==> config.mk <==
export PLATFORM = sky130hd
export DESIGN_NAME = prd_front_flat
export DESIGN_NICKNAME = d
export VERILOG_FILES = /design/src/hw/rtl/prd_pkg.sv /design/src/hw/rtl/prd_channels.sv /design/src/hw/rtl/prd_front.sv /design/src/flat_wrapper.sv
export SDC_FILE = /design/constraint.sdc
export NUM_CORES = 1
export LEC_CHECK = 0
export BUFFER_PORTS_ARGS = -buffer_cell sky130_fd_sc_hd__buf_2
export CORE_AREA = 2 2 49 51
export CTS_CLUSTER_SIZE = 24
export DETAILED_ROUTE_END_ITERATION = 10
export DIE_AREA = 0 0 51 53
export PLACE_DENSITY = 0.92
export SLEW_MARGIN = 20
export SYNTH_ARGS = -nofsm -noshare
export SYNTH_HDL_FRONTEND = slang
export SYNTH_SLANG_ARGS = --single-unit
==> constraint.sdc <==
create_clock -name clk -period 2.8 [get_ports clk]
set_input_delay 0.56 -clock clk [delete_from_list [all_inputs] [get_ports clk]]
set_output_delay 0.56 -clock clk [all_outputs]
set_load 0.01 [all_outputs]
==> src/hw/rtl/prd_pkg.sv <==
// ----------------------------------------------------------------------------
// prd_pkg
// Shared types and constants of the PCX run-length pixel decoder.
// ----------------------------------------------------------------------------
package prd_pkg;

  localparam int DEF_MAX_WIDTH      = 4096;
  localparam int DEF_MAX_LINE_BYTES = 4096;
  localparam int QUEUE_DEPTH        = 4;

  // input item modes
  localparam logic [1:0] IN_PAL   = 2'd0;
  localparam logic [1:0] IN_BYTE  = 2'd1;
  localparam logic [1:0] IN_START = 2'd2;

  // queued command codes
  localparam logic [1:0] OP_PAL   = 2'd0;
  localparam logic [1:0] OP_BYTE  = 2'd1;
  localparam logic [1:0] OP_START = 2'd2;

  // configuration register indexes
  localparam logic [1:0] CFG_DEPTH  = 2'd0;
  localparam logic [1:0] CFG_LINE   = 2'd1;
  localparam logic [1:0] CFG_WIDTH  = 2'd2;
  localparam logic [1:0] CFG_HEIGHT = 2'd3;

  // depth modes
  localparam logic [1:0] DM_MONO    = 2'd0;
  localparam logic [1:0] DM_PLANAR4 = 2'd1;
  localparam logic [1:0] DM_INDEXED = 2'd2;
  localparam logic [1:0] DM_RGB     = 2'd3;

  localparam logic [7:0] RUN_MARK = 8'hC0;

  typedef struct packed {
    logic [1:0] op;
    logic [7:0] data;   // file byte, or palette index
    logic [7:0] red;
    logic [7:0] green;
    logic [7:0] blue;
    logic [5:0] cnt;    // decoded copies of data
  } cmd_t;

endpackage

==> src/hw/rtl/prd_channels.sv <==
// ----------------------------------------------------------------------------
// prd channels
// Valid/ready channels of the decoder: input items, result items, config.
// ----------------------------------------------------------------------------
interface prd_in_if;
  logic       valid;
  logic       ready;
  logic [1:0] mode;
  logic [7:0] pal_index;
  logic [7:0] pal_red;
  logic [7:0] pal_green;
  logic [7:0] pal_blue;
  logic [7:0] file_byte;
  modport source (output valid, mode, pal_index, pal_red, pal_green, pal_blue, file_byte,
                  input ready);
  modport sink (input valid, mode, pal_index, pal_red, pal_green, pal_blue, file_byte,
                output ready);
endinterface


==> src/hw/rtl/prd_front.sv <==
// ----------------------------------------------------------------------------
// prd_front
// Take input items, resolve run-length codes and queue decode commands.
// ----------------------------------------------------------------------------
module prd_front (
  input  logic          clk,
  input  logic          rst,
  prd_in_if.sink        data,
  input  logic          q_full,
  output logic          q_push,
  output prd_pkg::cmd_t q_cmd
);

  logic       awaiting_value;
  logic [5:0] run_left;
  logic       take;

  assign data.ready = !q_full;
  assign take       = data.valid && !q_full;

  always_comb begin
    q_cmd.op    = prd_pkg::OP_BYTE;
    q_cmd.data  = data.file_byte;
    q_cmd.red   = data.pal_red;
    q_cmd.green = data.pal_green;
    q_cmd.blue  = data.pal_blue;
    q_cmd.cnt   = 6'd1;
    q_push      = 1'b0;
    case (data.mode)
      prd_pkg::IN_PAL: begin
        q_cmd.op   = prd_pkg::OP_PAL;
        q_cmd.data = data.pal_index;
        q_push     = take;
      end
      prd_pkg::IN_START: begin
        q_cmd.op = prd_pkg::OP_START;
        q_push   = take;
      end
      prd_pkg::IN_BYTE: begin
        if (awaiting_value) begin
          q_cmd.cnt = run_left;
          q_push    = take && (run_left != 6'd0);
        end else begin
          q_push = take && (data.file_byte < prd_pkg::RUN_MARK);
        end
      end
      default: q_push = 1'b0;
    endcase
  end

  always_ff @(posedge clk) begin
    if (rst) begin
      awaiting_value <= 1'b0;
      run_left       <= '0;
    end else if (take) begin
      if (data.mode == prd_pkg::IN_START) begin
        awaiting_value <= 1'b0;
        run_left       <= '0;
      end else if (data.mode == prd_pkg::IN_BYTE) begin
        if (awaiting_value) begin
          awaiting_value <= 1'b0;
          run_left       <= '0;
        end else if (data.file_byte >= prd_pkg::RUN_MARK) begin
          awaiting_value <= 1'b1;
          run_left       <= 6'(data.file_byte - prd_pkg::RUN_MARK);
        end
      end
    end
  end

endmodule

==> src/flat_wrapper.sv <==
// flat-port wrapper written by rule: the top's interface ports become plain ports
module prd_front_flat 
  (clk, rst, q_full, q_push, q_cmd, data_valid, data_mode, data_pal_index, data_pal_red, data_pal_green, data_pal_blue, data_file_byte, data_ready);
  prd_in_if data_i ();
  input  logic clk;
  input  logic rst;
  input  logic q_full;
  output logic q_push;
  output prd_pkg::cmd_t q_cmd;
  input wire logic [$bits(data_i.valid)-1:0] data_valid;
  input wire logic [$bits(data_i.mode)-1:0] data_mode;
  input wire logic [$bits(data_i.pal_index)-1:0] data_pal_index;
  input wire logic [$bits(data_i.pal_red)-1:0] data_pal_red;
  input wire logic [$bits(data_i.pal_green)-1:0] data_pal_green;
  input wire logic [$bits(data_i.pal_blue)-1:0] data_pal_blue;
  input wire logic [$bits(data_i.file_byte)-1:0] data_file_byte;
  output wire logic [$bits(data_i.ready)-1:0] data_ready;
  assign data_i.valid = data_valid;
  assign data_i.mode = data_mode;
  assign data_i.pal_index = data_pal_index;
  assign data_i.pal_red = data_pal_red;
  assign data_i.pal_green = data_pal_green;
  assign data_i.pal_blue = data_pal_blue;
  assign data_i.file_byte = data_file_byte;
  assign data_ready = data_i.ready;
  prd_front u_core (.clk(clk), .rst(rst), .data(data_i), .q_full(q_full), .q_push(q_push), .q_cmd(q_cmd));
endmodule
Word level (Yosys, flattened, before mapping)
Index checks and enable logic that the tools add are counted.
- magnitude comparators: 2
- multiplexer cells: 14
- shift operators: 0
- div/mod/pow operators: 0
- $add $sub $neg: 1
- multiply operators: 0
- bitwise operators: 0
- equality and inequality tests: 2
- reductions and logical operators: 11
- operators with widths (operator ; count):
    $mux 6 ; 6
    $ge 8x8->1 const B ; 1
    $lt 8x8->1 const B ; 1
    $mux 8 ; 1
    $reduce_bool 6->1 ; 1
    $sub 6x1->6 const B ; 1
    $mux 1 ; 5
    $pmux 2 s2 ; 1
    $logic_and 1x1->1 ; 3
    $reduce_and 3->1 ; 1
    $reduce_bool 3->1 ; 1
    $eq 2x1->1 const B ; 1
    $eq 2x2->1 const B ; 1
    $logic_not 2->1 ; 1
    $pmux 1 s2 ; 1
    $reduce_and 2->1 ; 1
    $reduce_bool 2->1 ; 1
    $reduce_or 2->1 ; 1
    $logic_not 1->1 ; 1
- latch bits: 0
- memory bits (writable): 0
- memory bits (read-only): 0
- memories: 0
- word-level logic and storage cells: 32
- bits in registers: 7

Longest topological paths before layout
- depth after elaboration: 5
- depth in mapped cells: 6
- depth with buffers taken out: 5

Worst setup path after synthesis
OpenSTA, ideal clock, no wires.
- path kind: input to output
- start: input port data_mode[0]
- end: output port q_push
- path slack: 655 ps
- stages on the path: 5
- buffers on the path: 1
- data arrival time: 1585 ps
- path through: inv_1 -> ha_1 -> buf_2 -> nor2_1 -> a2111oi_1
- longest elaborated chain between the ends: 3
- elaborated cells between the ends (all ways): 5
- RTL lines (element ; line ; text):
    start, declared ; flat_wrapper.sv:11 ; input wire logic [$bits(data_i.mode)-1:0] data_mode;
    $eq 2x2->1 or $logic_not 2->1 (tied branches) ; prd_front.sv:29 ; case (data.mode)
    $reduce_or 2->1 (no line) ; -- ;
    $pmux 1 s2 * ; prd_front.sv:29 ;
    end, declared ; flat_wrapper.sv:8 ; output logic q_push;
Every way passes the cells marked *; elsewhere a longest branch is shown, timed or not.

Final worst setup path
Same ends and word-level chain as after synthesis.

==> impl_metrics.tcl <==
set metrics [dict create \
    async_flop_share 0 \
    cts_tree "done" \
    crit_type "primary input to primary output" \
    cpMaxStageDelayCell "ha_1" \
    fin_crit_ps 2300 \
    ys_top_cells_by_count "24 x buf_4, 8 x mux2_2, 7 x a21oi_1, 7 x dfxtp_1" \
    h-tree-depth 1 \
    clk_latency_ps 250 \
    yosys_warnings 0 \
    max_slew_margin 0.7436 \
    grt_max_degree 12 \
    timing.rr.start "u_core.awaiting_value" \
    worstPathArrival_ps 1740 \
    cts_num_sinks 7 \
    synth_top_area_cell "buf_4" \
    hold_buffers 0 \
    ys.flop_type "dfxtp_1" \
    syn_to_final_growth_pct 8.007 \
    cap_violations 0 \
    grt_pass1_vias 642 \
    regToRegEndpoint "u_core.run_left[0]" \
    finalInstanceArea_um2 793.3 \
    hold_viol 0 \
    status "completed" \
    cp_max_fo 9 \
    critical-path-top-delay-family "buffers and inverters" \
    cts.path.max_buffers 2 \
    drt_first_iter_violations 20 \
    layout-drive-gt1-share 0.5192 \
    crit_chain "buf_2 > inv_1 > ha_1 > nor2_1 > a2111oi_1 > buf_2" \
    fin_ws_ps 500.1 \
    drv_slew 0 \
    rows 17 \
    setup_tns_ps 0 \
    wl_met1_um 633 \
    hpwlAfterDp_um 1372 \
    setup.worst_path.start_class "primary input" \
    synth_nets 139 \
    antennaDiodeCount 0 \
    die-area_um2 2703 \
    p_leak_nw 0.3891 \
    seq_area_frac_synth 0.1908 \
    max_stage_delay_ps 380 \
    min_path_cells 2 \
    pre_cts_slack_ps 480.3 \
    cts_buffers 3 \
    clockRootBuffer "clkbuf_4" \
    ir_worst_vdd_mv 0.1466 \
    grt-ovfl-total 0 \
    cts_resized 0 \
    numPortBuffers 39 \
    hp-start "u_core.run_left[1]" \
    nNetsFinal 155 \
    r2r_slack_ps 1630 \
    start_util 0.3419 \
    holdPathEnd "u_core.run_left[1]" \
    routedWlPerCell_um 12.22 \
    synthCells 89 \
    post-cts-setup-buffers 0 \
    synth_area_per_cell_um2 8.252 \
    placed_cell_area_um2 767.0 \
    met2RoutedLength_um 705 \
    synth.top_cell.area_share 0.2453 \
    synthMostInstantiatedCell "buf_4" \
    vias_per_cell 4.939 \
    cp_num_buf_inv 3 \
    finalCritPeriodShare 0.8214 \
    max_freq_mhz 434.8 \
    ant_nets 0 \
    die_h_um 53 \
    routabilityCongestion 0.8382 \
    grt_first_pass_wirelength_um 2697 \
    die_width_um 51 \
    drc 0 \
    reg2reg_depth 3 \
    core_area_um2 2148 \
    grt_antenna_before_repair 0 \
    wl_met3_um 200 \
    synth_area_um2 734.5 \
    ios 88 \
    vias 652 \
    top_layer_used "met4" \
    power-per-cell-area_nw_per_um2 334.8 \
    end_kind "primary output" \
    tightest_slew_ps 383.2 \
    crit_required_ps 2240 \
    hold_class "flip-flop to flip-flop" \
    finalSetupViolCount 0 \
    cts.clk_slew.worst_paths_ps 50 \
    drt-pass1-iter-count 4 \
    path_common_cell "buf_2" \
    synthTopCellsByArea "buf_4 25%, dfxtp_1 19%, mux2_2 12%, ha_1 6.8%, nand4_1 5.1%" \
    synth_edf_count 0 \
    synth.distinct_cells 22 \
    gr-usage-all-layers 0.1345 \
    finalWirelength_um 1613 \
    clock_skew_ps 3.945 \
    synth.ff_latch_count 7 \
    rsz0062_at_grt "false" \
]
-- layout make-up --
class	instances	area, um^2
fill	232	1355
clock buffer	4	26.28
inverter	4	15.01
multi-input combinational	50	381.6
tap	28	35.03
timing repair buffer	39	195.2
sequential	7	140.1
-- routing by layer --
metal / up-vias / global-route usage
li1: 319 / -
met3: 12 / 0.03672
met4: 0 / 0.1216
met5: - / 0
met1: 278 / 0.1470
met2: 43 / 0.2121
-- through the flow --
| stage | cells | total power, mW | hold WS [ps] | utilization |
|---|---|---|---|---|
| 6_report | 132 | 0.2656 | 490.7 | 0.3692 |
| 5_1_grt | 132 | 0.2806 | 513.6 | 0.3692 |
| 4_1_cts | 132 | 0.2686 | 491.9 | 0.3692 |
| 3_5_place_dp | 128 | 0.1772 | 475.4 | 0.3570 |
| 3_3_place_gp | 128 | 0.1753 | 466.6 | 0.3570 |
| 2_1_floorplan | 89 | 0.1785 | 447.0 | - |
-- cell usage in the layout, fill, tap and decap left out --
cell,count
nand3_1,1
and2_1,1
or4_4,1
clkbuf_1,1
clkbuf_4,3
and3b_1,1
dfxtp_1,7
buf_2,39
nor2_1,2
mux2_2,8
inv_1,4
and3_1,5
nand4_1,6
o21ai_0,6
o221ai_2,1
ha_1,4
or3b_2,1
nand2_1,2
a21oi_1,7
nand3b_1,2
a211oi_2,1
a2111oi_1,1
-- report_power, final --
group | internal [mW] | total (mW) | switching, mW
Combinational | 0.0353 | 0.0728 | 0.0375
Sequential | 0.101 | 0.102 | 0.00129
Clock | 0.0543 | 0.0904 | 0.0361
-- state kept, by name, summed over array words and instances (netlist names) --
name,flops
u_core.run_left,6
u_core.awaiting_value,1
-- worst max-delay path by stage --
stage | from | end | slack (ps) | depth (start not counted)
finish | data_mode[0] | q_push | 500 | 6
global route | data_mode[0] | q_push | 330 | 6
CTS | data_mode[0] | q_push | 480 | 6
detailed placement | data_mode[0] | q_push | 480 | 6
global placement | data_mode[0] | q_push | 540 | 6
floorplan | data_mode[0] | q_push | 650 | 5
-- worst register-to-register path: cells and delay by family, from the launching register on --
| kind | cells | cell delay, ps |
|---|---|---|
| flip-flops | 1 | 400 |
| AO/OA/AOI/OAI | 1 | 170 |
| AND/OR/NAND/NOR | 2 | 540 |
-- cells by family (layout without fill, tap and decap cells) --
family	after synthesis	count (layout)	share of synthesized area
muxes	8	8	0.1227
and+or+nand+nor	22	22	0.1891
buffers and inverters	32	47	0.2896
adders and majority gates	4	4	0.06815
DFF	7	7	0.1908
AOI/OAI and AO/OA	16	16	0.1397
(Power assumes the default switching activity.)
