### src/hw/rtl/prd_pkg.sv
// ----------------------------------------------------------------------------
// prd_pkg
// Shared types and constants of the PCX run-length pixel decoder.
// ----------------------------------------------------------------------------
package prd_pkg;

  localparam int DEF_MAX_WIDTH      = 4096;
  localparam int DEF_MAX_LINE_BYTES = 4096;
  localparam int QUEUE_DEPTH        = 4;

  // input item modes
  localparam logic [1:0] IN_PAL   = 2'd0;
  localparam logic [1:0] IN_BYTE  = 2'd1;
  localparam logic [1:0] IN_START = 2'd2;

  // queued command codes
  localparam logic [1:0] OP_PAL   = 2'd0;
  localparam logic [1:0] OP_BYTE  = 2'd1;
  localparam logic [1:0] OP_START = 2'd2;

  // configuration register indexes
  localparam logic [1:0] CFG_DEPTH  = 2'd0;
  localparam logic [1:0] CFG_LINE   = 2'd1;
  localparam logic [1:0] CFG_WIDTH  = 2'd2;
  localparam logic [1:0] CFG_HEIGHT = 2'd3;

  // depth modes
  localparam logic [1:0] DM_MONO    = 2'd0;
  localparam logic [1:0] DM_PLANAR4 = 2'd1;
  localparam logic [1:0] DM_INDEXED = 2'd2;
  localparam logic [1:0] DM_RGB     = 2'd3;

  localparam logic [7:0] RUN_MARK = 8'hC0;

  typedef struct packed {
    logic [1:0] op;
    logic [7:0] data;   // file byte, or palette index
    logic [7:0] red;
    logic [7:0] green;
    logic [7:0] blue;
    logic [5:0] cnt;    // decoded copies of data
  } cmd_t;

endpackage

### src/hw/rtl/prd_queue.sv
// ----------------------------------------------------------------------------
// prd_queue
// Short command queue between the front and the back.
// ----------------------------------------------------------------------------
module prd_queue #(
  parameter int DEPTH = 4
) (
  input  logic          clk,
  input  logic          rst,
  input  logic          push,
  input  prd_pkg::cmd_t push_cmd,
  output logic          full,
  output logic          pop_valid,
  output prd_pkg::cmd_t pop_cmd,
  input  logic          pop
);

  localparam int PW = DEPTH > 1 ? $clog2(DEPTH) : 1;

  prd_pkg::cmd_t    slots [DEPTH];
  logic [PW-1:0]    wptr;
  logic [PW-1:0]    rptr;
  logic [PW:0]      count;
  logic             do_pop;

  assign full      = count == (PW + 1)'(DEPTH);
  assign pop_valid = count != '0;
  assign pop_cmd   = slots[rptr];
  assign do_pop    = pop && pop_valid;

  always_ff @(posedge clk) begin
    if (push) begin
      slots[wptr] <= push_cmd;
    end
  end

  always_ff @(posedge clk) begin
    if (rst) begin
      wptr  <= '0;
      rptr  <= '0;
      count <= '0;
    end else begin
      if (push) begin
        wptr <= (wptr == PW'(DEPTH - 1)) ? '0 : wptr + 1'b1;
      end
      if (do_pop) begin
        rptr <= (rptr == PW'(DEPTH - 1)) ? '0 : rptr + 1'b1;
      end
      count <= count + (PW + 1)'(push) - (PW + 1)'(do_pop);
    end
  end

endmodule

### config.mk
export PLATFORM = sky130hd
export DESIGN_NAME = prd_queue
export DESIGN_NICKNAME = d
export VERILOG_FILES = /design/src/hw/rtl/prd_pkg.sv /design/src/hw/rtl/prd_queue.sv
export SDC_FILE = /design/constraint.sdc
export NUM_CORES = 1
export LEC_CHECK = 0
export ABC_AREA = 1
export BUFFER_PORTS_ARGS = -buffer_cell sky130_fd_sc_hd__buf_2
export CORE_MARGIN = 5
export CORE_UTILIZATION = 45
export CTS_BUF_LIST = sky130_fd_sc_hd__clkbuf_8
export DETAILED_ROUTE_END_ITERATION = 16
export PLACE_DENSITY = 0.71
export RECOVER_POWER = 50
export SETUP_SLACK_MARGIN = 0.02
export SYNTH_ARGS = -nofsm -noshare
export SYNTH_HDL_FRONTEND = slang
export SYNTH_SLANG_ARGS = --single-unit
### constraint.sdc
create_clock -name clk -period 1.69 [get_ports clk]
set_clock_uncertainty 0.05 [all_clocks]
set_input_delay 0.169 -clock clk [delete_from_list [all_inputs] [get_ports clk]]
set_output_delay 0.169 -clock clk [all_outputs]
set_load 0.005 [all_outputs]
Yosys cells after proc, flatten, opt, wreduce, memory -nomap -nowiden
Memory sizes are Yosys's and may differ from the RTL's. A register that Yosys moved wholly into a read port is not among the register bits.
Cells that the tools add are included.
{"block": "op_classes", "n_addsub": 4, "eq_ne": 3, "muxes": 6, "n_reduce_logical": 2}
{"op": "$mux 2", "n": 4}
{"op": "$add 2x1->2 const B", "n": 2}
{"op": "$eq 2x2->1 const B", "n": 2}
{"op": "$add 3x1->3", "n": 1}
{"op": "$eq 3x3->1 const B", "n": 1}
{"op": "$reduce_bool 3->1", "n": 1}
{"op": "$sub 3x1->3", "n": 1}
{"op": "$mux 1", "n": 2}
{"op": "$logic_and 1x1->1", "n": 1}
{"block": "totals", "reg_bits": 7, "mem_bits_rw": 160, "in_bits": 44, "out_inout_bits": 42, "word_cells": 19, "n_memories": 1}
{"memory": "slots", "words": 4, "width": 40, "rd": 1, "rd_clocked_by_memory_dff": 1, "wr": 1, "line": "prd_queue.sv:20", "source": "prd_pkg::cmd_t slots [DEPTH];"}

Logic depth before layout (Yosys ltp)
Gate-level depths: netlist (run 1).
{"block": "depth", "word_depth": 4, "mapped_depth": 9, "ltp_nobuf": 9}

Worst setup path after synthesis (run 1)
No wires, ideal clock.
{"block": "synth_timing", "path_type": "register to register", "startpoint": "reg wptr[0]", "endpoint": "mem slots[3][0] (netlist name) (enable)", "setup_time_ns": 0.395, "arrival_ns": 1.376, "t_required_ns": 1.245, "path_slack_ns": -0.130, "path_stages_with_launch": 4, "period_less_slack_ns": 1.820, "cell_sequence": "dfxtp_1 -> ha_1 -> nand2_1 -> inv_1"}
{"element": "from (decl)", "line": "prd_queue.sv:21", "source": "logic [PW-1:0] wptr;"}
{"element": "from (signal assigned)", "line": "prd_queue.sv:44", "source": "wptr <= (wptr == PW'(DEPTH - 1)) ? '0 : wptr + 1'b1;"}
{"element": "to (decl)", "line": "prd_queue.sv:20"}
No word-level cell before the write port.

==> results of run 1 <==
## state kept, by name, indices dropped and copies added, names as in the netlist, named ones only
register and flops:
wptr 2, count 3, slots 160, rptr 2
## area by class of cell
class | instances | area, um2 | share of cell area [%]
Clock buffer | 19 | 261.5 | 3.008
Clock inverter | 13 | 98.84 | 1.137
Inverter | 16 | 92.59 | 1.065
Multi-Input combinational cell | 240 | 1612 | 18.54
Sequential cell | 169 | 4994 | 57.45
Tap cell | 184 | 230.2 | 2.649
Timing Repair Buffer | 165 | 1384 | 15.92
Timing Repair inverter | 1 | 20.02 | 0.2303
## logic make-up (layout without fill, tap and decap cells)
family                   count (synthesis)  after routing  share of synthesized area, %
AO/OA/AOI/OAI                          125            125                         10.47
AND/OR/NAND/NOR                        107            107                         6.311
adder cells (fa/ha/maj)                  7              7                         1.458
buffers and inverters                   41            214                         5.199
XOR/XNOR                                 1              1                        0.1343
flip-flops                             169            169                         76.42
## metrics by stage
step | total power, mW | instance area, um2 | setup WS, ps | util [%]
after floorplan | 6.678 | 6544 | 28.56 | -
after global placement | 7.419 | 7101 | 115.8 | 49.42
after detailed placement | 7.506 | 7101 | -31.41 | 49.42
after CTS | 11.23 | 8502 | -144.3 | 59.17
after global routing | 12.05 | 8692 | -216.6 | 60.49
final | 11.47 | 8692 | -114.3 | 60.49
## cells in the mapped netlist (5+ instances only)
| cell | n |
|---|---|
| edfxtp_1 | 160 |
| nor2_1 | 92 |
| o21ai_0 | 42 |
| o22ai_1 | 40 |
| o21ai_1 | 38 |
| inv_1 | 15 |
| nand2_1 | 10 |
| dfxtp_1 | 9 |
| buf_2 | 8 |
| ha_1 | 6 |
| buf_6 | 5 |
## what timing repair did
action	CTS	global route
buffers inserted	11	5
setup endpoints to repair	42	42
hold endpoints to repair	165	0
cloned	8	2
hold buffers	42	0
pin swaps	32	25
gates resized for setup	119	51
## placed cells by master (no fill, tap or decap), types with 19 or more instances in the layout
master and instances:
clkbuf_8 19, clkbuf_1 40, o22ai_1 21, o21ai_2 31, edfxtp_1 160, buf_2 46
o22ai_2 19, dlygate4sd3_1 42, nor2_1 61, o21ai_1 42
## how the worst max path moves through the flow
stage,start,end,slack (ps),cells after the start
6_report,register,pop_cmd[36],-110,5
5_1_grt,register,pop_cmd[13],-220,5
4_1_cts,register,pop_cmd[27],-140,6
3_5_place_dp,count[1]$_SDFF_PP0_,count[1]$_SDFF_PP0_,-30,8
3_3_place_gp,count[1]$_SDFF_PP0_,count[2]$_SDFF_PP0_,120,8
2_1_floorplan,wptr[1]$_SDFFE_PP0P_,slots[1][0]$_DFFE_PP_,30,4
## power by group through the flow
stage | Clock, mW | Combinational, mW | Sequential [mW]
floorplan | 0 | 1.71 | 4.96
global placement | 0 | 2.37 | 5.05
detailed placement | 0 | 2.45 | 5.06
CTS | 2.69 | 3.60 | 4.94
global route | 2.86 | 4.21 | 4.98
finish | 2.65 | 3.86 | 4.96
## worst reg2reg max path, stage by stage, from the launching register on
cell and delay, ps:
dfxtp_1 410, nor2_4 50, nand2_1 140, nand3_2 100, o21ai_2 80, ha_2 190, fa_1 410, inv_1 80
nor2_2 40
## per-layer routing
metal | up-vias | global-route usage [%]
met5 | - | 0
met4 | 0 | 6.292
met3 | 21 | 5.976
met2 | 132 | 29.57
met1 | 2124 | 24.47
li1 | 2001 | -
==> reports/results.txt, run 1 <==
Syn. warnings - 0
CTS max path bufs - 2
filler instances - 1106
worst-path fanout max - 8
WL met3 - 996 um
Most used DFF post-synth - edfxtp_1
Syn Inst Count - 450
H-tree depth - 4
latest clock arrival within the worst-skew pair - 450 ps
CP peak stage delay - 380 ps
clock power share - 23.1%
register area share after synthesis - 76.42%
worst-path cell chain - buf_8 > buf_12 > o21ai_0 > o22ai_2 > buf_2
GP Congestion - 0.7057
TNS Setup - -3216 ps
largest cells by area after synthesis - edfxtp_1 74%, nor2_1 5.3%, o22ai_1 3.8%, o21ai_0 3.2%, o21ai_1 2.9%
slowest CP cell - dfxtp_4
drt first pass iters - 4
EDFF count, synth - 160
pwr dens - 1319 nW/um2
Die H - 130.4 um
largest net degree at the start of global routing - 41
Net Switching - 3.611 mW
Via density - 5.301
max-slew violations - 0
FF-to-FF setup slack - 40 ps
Syn Nets - 501
initial antenna violation count - 0
Die X - 130.4 um
CTS Sinks - 169
failing checks - negative setup slack
Area Growth Syn to Fin - 33.26%
wire per inst - 18.86 um
Total GRT Usage - 18.61%
Post-Synthesis Cell Area - 6523 um2
flop and latch count out of synthesis - 169
Seq pwr share - 43.2%
RSZ-0062 raised after global routing - true
Ports - 86
critical path launch point type - register
cell row count - 44
crit path kind - reg -> out
Die Footprint - 17000 um2
Internal - 7.857 mW
vias - 4278
switching share of power - 31.49%
arrival time at the worst endpoint - 1590 ps
status - finished with violations
starting density of the core - 45.39%
setup violators final - 40
fraction of layout cells with a size suffix above 1 - 33.55%
Post-Place Cells - 709
LEAKAGE - 3.032 nW
Comb power frac - 33.7%
Rel. slew slack - 72.91%
Worst Hold Depth - 3
Reg2Reg Depth - 8
hold slack - 77.53 ps
dominant cell type by area after synthesis - edfxtp_1
Max VDD drop - 0.0006662 V
period utilization - 106.8%
final setup margin - -114.3 ps
first-pass GRT wire length - 23.50 mm
r2r endpoint - count[1]$_SDFF_PP0_
Remaining DRCs - 0
hpwl dp - 7.717 mm
port bufs - 85
met2 WL post-DR - 7.631 mm
post-synth top area share - 73.66%
slew at the pin closest to its max-slew limit - 406.3 ps
Crit Reg-Reg Startpoint - count[1]$_SDFF_PP0_
Hold WC Path Type - in -> reg
Nets - 661
Mapped Avg Cell Area - 14.49 um2
final WL - 15.22 mm
Worst EP required - 1470 ps
M1 wire length - 6.388 mm
post-layout min period - 1804 ps
Clock transition at path regs - 90 ps
async set or reset register ratio after synthesis - 0%
Overflow after GRT - 0
Initial DRC Count - 231
CTS buffer count - 17
ANT cells - 0
Top delay family on crit path - buffers and inverters
vias in the first global route - 4376
DR top layer - met4
count of unique library cells instantiated by Yosys - 23
WP buf/inv - 3
Hold Vio Cnt, Final - 0
Layout Cells excl Fill - 807
maximum capacitance violations - 0
CP endpoint kind - output pin
core area - 14370 um2
Peak Freq - 554.2 MHz
hold path endpoint - wptr[1]$_SDFFE_PP0P_
min-delay src - push
TritonCTS clock tree - built
Detail Route Antenna Nets - 0
CTS Root Cell - clkbuf_8
No activity file was read; power rests on OpenSTA's default activity.
==> run 2, diff against run 1 <==
==> constraint.sdc (replaced) <==
create_clock -name clk -period 1.65 [get_ports clk]
set_clock_uncertainty 0.05 [all_clocks]
set_input_delay 0.165 -clock clk [delete_from_list [all_inputs] [get_ports clk]]
set_output_delay 0.165 -clock clk [all_outputs]
set_load 0.005 [all_outputs]
==> run 2 against run 1 <==
Effect of this change: the run still ends with negative setup slack left; sequential share of layout area is 0.74 points higher; clock power is 22% higher; combinational power about the same; routed wire length rose by 2.8%; critical path depth up 2; count of clock-buffer cells in the layout fell by 2; sequential power rose by 1%; worst hold slack better by 1.3 ps; cell area decreased by 1.3%; cell count increased by 0.99%; critical endpoint is now pop_cmd[14]; largest cell class unchanged; highest routed layer unchanged.
==> reports/results.txt, run 2 (synthesis gave the netlist of run 1 again) <==
status - finished with violations (unchanged)
failing checks - negative setup slack (unchanged)
hpwl dp - 8.240 mm (was 7.717 mm)
most frequent cells in the layout - 160 x edfxtp_1, 76 x nor2_1, 49 x o21ai_1, 44 x buf_2, 42 x dlygate4sd3_1 (was 160 x edfxtp_1, 61 x nor2_1, 46 x buf_2, 42 x o21ai_1, 42 x dlygate4sd3_1)
Total GRT Usage - 18.36% (was 18.61%)
Top Registers - slots (160), count (3) (unchanged)
Peak Freq - 538.8 MHz
worst-path fanout max - 6 (was 8)
CTS Sinks - 169 (unchanged)
filler instances - 1121 (was 1106)
Area Growth Syn to Fin - 31.54% (was 33.26%)
commonest non-fill, non-tap cell in the layout - edfxtp_1 (unchanged)
Clock transition at path regs - 80 ps (was 90 ps)
Layout Cells excl Fill - 815 (was 807)
drt first pass iters - 5 (was 4)
H-tree depth - 4 (unchanged)
Initial DRC Count - 339 (was 231)
first-pass GRT wire length - 23.18 mm (was 23.50 mm)
ANT cells - 0 (unchanged)
Hold Vio Cnt, Final - 0 (unchanged)
crit path kind - reg -> out (unchanged)
Seq pwr share - 41.6% (was 43.2%)
setup violators final - 42 (was 40)
Net Switching - 3.683 mW (was 3.611 mW)
Overflow after GRT - 0 (unchanged)
RSZ-0062 raised after global routing - true (unchanged)
final setup margin - -206.1 ps (was -114.3 ps)
Via density - 5.294 (was 5.301)
period utilization - 112.5%
initial antenna violation count - 0 (unchanged)
total design power - 12.10 mW (was 11.47 mW)
Max VDD drop - 0.0008318 V (was 0.0006662 V)
vias in the first global route - 4314 (was 4376)
Internal - 8.418 mW (was 7.857 mW)
clock power share - 26.6% (was 23.1%)
slew at the pin closest to its max-slew limit - 373.4 ps (was 406.3 ps)
maximum capacitance violations - 0 (unchanged)
post-layout min period - 1856 ps
pwr dens - 1410 nW/um2 (was 1319 nW/um2)
Remaining DRCs - 0 (unchanged)
TritonCTS clock tree - built (unchanged)
Nets - 669 (was 661)
CP endpoint kind - output pin (unchanged)
switching share of power - 30.43% (was 31.49%)
TNS Setup - -4677 ps (was -3216 ps)
largest net degree at the start of global routing - 29 (was 41)
CTS Root Cell - clkbuf_8 (unchanged)
cell row count - 44 (unchanged)
vias - 4315 (was 4278)
CTS buffer count - 17 (unchanged)
Post-Place Cells - 716 (was 709)
Die Footprint - 17000 um2 (unchanged)
final WL - 15.65 mm (was 15.22 mm)
port bufs - 85 (unchanged)
most flop-heavy register - slots (unchanged)
fraction of layout cells with a size suffix above 1 - 27.58% (was 33.55%)
Worst EP required - 1430 ps (was 1470 ps)
Crit Reg-Reg Startpoint - count[0]$_SDFF_PP0_ (was count[1]$_SDFF_PP0_)
max reg flops - 160 (unchanged)
Die X - 130.4 um (unchanged)
starting density of the core - 45.39% (unchanged)
GP Congestion - 0.7881 (was 0.7057)
Comb power frac - 31.8% (was 33.7%)
Hold WC Path Type - in -> reg (unchanged)
min-delay src - push (unchanged)
Die H - 130.4 um (unchanged)
arrival time at the worst endpoint - 1640 ps (was 1590 ps)
wire per inst - 19.20 um (was 18.86 um)
Ports - 86 (unchanged)
CTS max path bufs - 2 (unchanged)
max-slew violations - 0 (unchanged)
Rel. slew slack - 75.11% (was 72.91%)
Detail Route Antenna Nets - 0 (unchanged)
latest clock arrival within the worst-skew pair - 450 ps (about the same)
hold slack - 78.83 ps (was 77.53 ps)
critical path launch point type - register (unchanged)
LEAKAGE - 3.031 nW (was 3.032 nW)
core area - 14370 um2 (unchanged)
## run 2: power groups by stage
stage / Sequential [mW] / Combinational, mW / Clock, mW
floorplan: 5.09 / 1.76 / 0
global placement: 5.11 / 2.59 / 0
detailed placement: 5.13 / 2.67 / 0
CTS: 5.03 / 3.57 / 3.29
global route: 5.05 / 4.18 / 3.46
finish: 5.03 / 3.84 / 3.22
## run 2: timing repair
item | 4_1_cts | 5_1_grt
hold endpoints to repair | 165 | 0
hold buffers | 42 | 0
endpoints found under the setup margin | 42 | 42
pin swaps | 28 | 20
setup buffers | 13 | 2
cloned | 8 | 4
gates resized for setup | 62 | 36
## run 2: routing by layer
layer | share of wire, % | vias up | GRT usage [%]
li1 | - | 2011 | -
met1 | 43 | 2131 | 23.75
met2 | 50 | 152 | 30.99
met3 | 5.8 | 21 | 4.146
met4 | 1.5 | 0 | 5.989
met5 | 0 | - | 0
## run 2: cell type report
type / instances / area [um2] / share of cell area [%]
Clock buffer: 17 / 234.0 / 2.727
Clock inverter: 15 / 210.2 / 2.450
Inverter: 16 / 91.34 / 1.065
Multi-Input combinational cell: 240 / 1338 / 15.59
Sequential cell: 169 / 4992 / 58.19
Tap cell: 184 / 230.2 / 2.683
Timing Repair Buffer: 171 / 1440 / 16.79
Timing Repair inverter: 3 / 43.79 / 0.5104
## run 2: final timing paths
| path | to | slack (ps) | depth (start not counted) |
|---|---|---|---|
| worst min-delay path | wptr[1]$_SDFFE_PP0P_ | 80 | 3 |
| worst max register to register | count[1]$_SDFF_PP0_ | -70 | 8 |
| worst min register to register | wptr[1]$_SDFFE_PP0P_ | 450 | 2 |
| worst max-delay path | pop_cmd[14] | -210 | 7 |
## run 2: worst max-delay path, cell delays in order (launching register included)
cell and delay [ps]:
dfxtp_4 380, buf_12 140, inv_16 80, buf_8 120, buf_8 120, nor2_2 30, o22ai_1 170, buf_2 150
## run 2: through the flow
stage	util, %	cell area [um2]	setup WS [ps]
after global placement	49.88	7167	99.86
final	59.71	8579	-206.1
after CTS	58.98	8474	-211.1
after global routing	59.71	8579	-276.5
after floorplan	-	6548	1.451
after detailed placement	49.88	7167	3.188
==> run 3, diff against run 2 <==
--- a/config.mk
+++ b/config.mk
@@ -9,7 +9,7 @@
 export BUFFER_PORTS_ARGS = -buffer_cell sky130_fd_sc_hd__buf_2
 export CORE_MARGIN = 5
 export CORE_UTILIZATION = 45
-export CTS_BUF_LIST = sky130_fd_sc_hd__clkbuf_8
+export CTS_BUF_LIST = sky130_fd_sc_hd__clkbuf_16
 export DETAILED_ROUTE_END_ITERATION = 16
 export PLACE_DENSITY = 0.71
 export RECOVER_POWER = 50
==> run 3 against run 2 <==
Effect of this change: the run still ends with negative setup slack left; first-iteration DRC count is 7.4% lower; sequential power about the same; worst hold slack got worse by 6.4 ps; fmax up 2.3%; total power up 12%; critical path depth unchanged; routed wire length rose by 4.2%; core utilization grew 3.0 points; die area is the same; via count up 1.4%; critical path type unchanged; flip-flop and latch count unchanged; largest cell class unchanged; cell area rose by 5.0%.
==> reports/results.txt, run 3 (synthesis gave the netlist of run 1 again) <==
GR Util met2 - 32.65% (was 30.99%)
first-pass GRT wire length - 24.61 mm (was 23.18 mm)
register area - 4991 um2 (was 4992 um2)
setup violators final - 41 (was 42)
footprint of the multi-input gates - 1563 um2 (was 1338 um2)
port bufs - 85 (unchanged)
vias - 4376 (was 4315)
largest net degree at the start of global routing - 29 (unchanged)
Top Registers - slots (160), count (3) (unchanged)
CTS max path bufs - 2 (unchanged)
Nets - 670 (was 669)
CTS Sinks - 169 (unchanged)
starting density of the core - 45.39% (unchanged)
GP Congestion - 0.7881 (unchanged)
RSZ-0062 raised after global routing - true (unchanged)
CTS buffer count - 17 (unchanged)
final instance area - 9010 um2 (was 8579 um2)
Top Usage Layer GRT - met2 (unchanged)
Die H - 130.4 um (unchanged)
Overflow after GRT - 0 (unchanged)
Top delay family on crit path - buffers and inverters (unchanged)
CP endpoint kind - output pin (unchanged)
final setup margin - -164.8 ps (was -206.1 ps)
fraction of layout cells with a size suffix above 1 - 34.81% (was 27.58%)
Hold Vio Cnt, Final - 0 (unchanged)
wire per inst - 19.99 um (was 19.20 um)
Die X - 130.4 um (unchanged)
Finished Core Util - 62.70% (was 59.71%)
crit path kind - reg -> out (unchanged)
ANT cells - 0 (unchanged)
TritonCTS clock tree - built (unchanged)
Worst EP required - 1430 ps (about the same)
slew at the pin closest to its max-slew limit - 386.2 ps (was 373.4 ps)
most frequent cells in the layout - 160 x edfxtp_1, 55 x nor2_1, 45 x buf_2, 41 x dlygate4sd3_1, 40 x clkbuf_1 (was 160 x edfxtp_1, 76 x nor2_1, 49 x o21ai_1, 44 x buf_2, 42 x dlygate4sd3_1)
cell row count - 44 (unchanged)
worst-path fanout max - 6 (unchanged)
max-slew violations - 0 (unchanged)
slowest CP cell - dfxtp_4 (unchanged)
Ports - 86 (unchanged)
critical path launch point type - register (unchanged)
Area Growth Syn to Fin - 38.14% (was 31.54%)
Max VDD drop - 0.0009460 V (was 0.0008318 V)
period utilization - 110.0% (was 112.5%)
maximum capacitance violations - 0 (unchanged)
drt first pass iters - 5 (unchanged)
Rel. slew slack - 74.25% (was 75.11%)
filler instances - 1059 (was 1121)
met3 usage in global routing - 4.350% (was 4.146%)
LEAKAGE - 3.176 nW (was 3.031 nW)
Total GRT Usage - 19.96% (was 18.36%)
most flop-heavy register - slots (unchanged)
failing checks - negative setup slack (unchanged)
Initial DRC Count - 314 (was 339)
WP buf/inv - 5 (unchanged)
Hold WC Path Type - in -> reg (unchanged)
final WL - 16.31 mm (was 15.65 mm)
post-layout min period - 1815 ps (was 1856 ps)
H-tree depth - 4 (unchanged)
status - finished with violations (unchanged)
arrival time at the worst endpoint - 1600 ps (was 1640 ps)
CTS Root Cell - clkbuf_16 (was clkbuf_8)
vias in the first global route - 4403 (was 4314)
Peak Freq - 551.0 MHz (was 538.8 MHz)
pwr dens - 1500 nW/um2 (was 1410 nW/um2)
core area - 14370 um2 (unchanged)
Remaining DRCs - 0 (unchanged)
Die Footprint - 17000 um2 (unchanged)
Via density - 5.363 (was 5.294)
Clock transition at path regs - 70 ps (was 80 ps)
max reg flops - 160 (unchanged)
worst-path cell chain - buf_12 > inv_16 > buf_8 > buf_8 > o21ai_4 > o22ai_2 > buf_2 (was buf_12 > inv_16 > buf_8 > buf_8 > nor2_2 > o22ai_1 > buf_2)
met1 Use GR - 26.52% (was 23.75%)
most used cell, CP - buf_8 (unchanged)
hpwl dp - 8.240 mm (unchanged)
Placement Cell Area - 7167 um2 (unchanged)
latest clock arrival within the worst-skew pair - 430 ps (was 450 ps)
initial antenna violation count - 0 (unchanged)
CP peak stage delay - 380 ps (about the same)
Detail Route Antenna Nets - 0 (unchanged)
commonest non-fill, non-tap cell in the layout - edfxtp_1 (unchanged)
[run 3: cell count changes in the layout (fill, tap and decap cells not counted), moves of 6 or more]
cell	delta
clkbuf_16	+13
clkbuf_8	-17
nor2_1	-21
nor2_2	+15
nor2_4	+6
o21ai_1	-11
o21ai_2	+10
o22ai_1	-11
o22ai_2	+11
[run 3: repair_timing]
action                                  in CTS  in global routing
gates cloned                                14                  0
setup buffers                               13                  1
resized for setup                           87                 67
endpoints found under the setup margin      42                 42
hold buffers                                41                  0
pin swaps                                   21                 24
endpoints found under the hold margin      163                  0
[run 3: area by class of cell]
type	count	area share (%)
timing repair inverter	6	0.8610
clock buffer	17	4.722
timing repair buffer	169	15.78
multi-input combinational	240	17.34
sequential	169	55.40
inverter	16	1.014
tap	184	2.555
clock inverter	15	2.333
[run 3: per-stage QoR]
stage	power (mW)	setup WS (ps)	TNS [ps]	instances	hold slack [ps]
after floorplan	6.842	1.451	0	450	180.0
after global placement	7.706	99.86	0	716	326.2
after detailed placement	7.797	3.188	0	716	331.4
after CTS	13.29	-164.2	-5135	816	18.23
after global routing	14.09	-225.9	-6946	816	87.62
final	13.51	-164.8	-4579	816	72.38
[run 3: final timing paths]
| path | from | endpoint | slack, ps | cells after the start |
|---|---|---|---|---|
| setup / recovery | register | pop_cmd[14] | -160 | 7 |
| hold / removal | pop | register | 70 | 3 |
| setup reg to reg | count[1]$_SDFF_PP0_ | count[1]$_SDFF_PP0_ | -20 | 8 |
| hold reg to reg | wptr[1]$_SDFFE_PP0P_ | wptr[1]$_SDFFE_PP0P_ | 450 | 2 |
[run 3: layer usage]
layer,vias to the layer above,share of wire [%]
li1,2025,-
met1,2187,43
met2,144,50
met3,20,4.9
met4,0,1.6
met5,-,0
[run 3: worst reg2reg max path, delay by kind of cell (launching register included)]
kind                       cells  cell delay (ps)
AOI/OAI and AO/OA              1               60
and+or+nand+nor                4              380
DFF                            1              370
buffers and inverters          1               40
adders and majority gates      2              720
[run 3: where the power goes]
group          leakage [nW]  switching (mW)  internal (mW)
clock network         0.307            1.68           2.57
logic                  1.32            2.26           1.94
registers              1.55           0.119           4.94
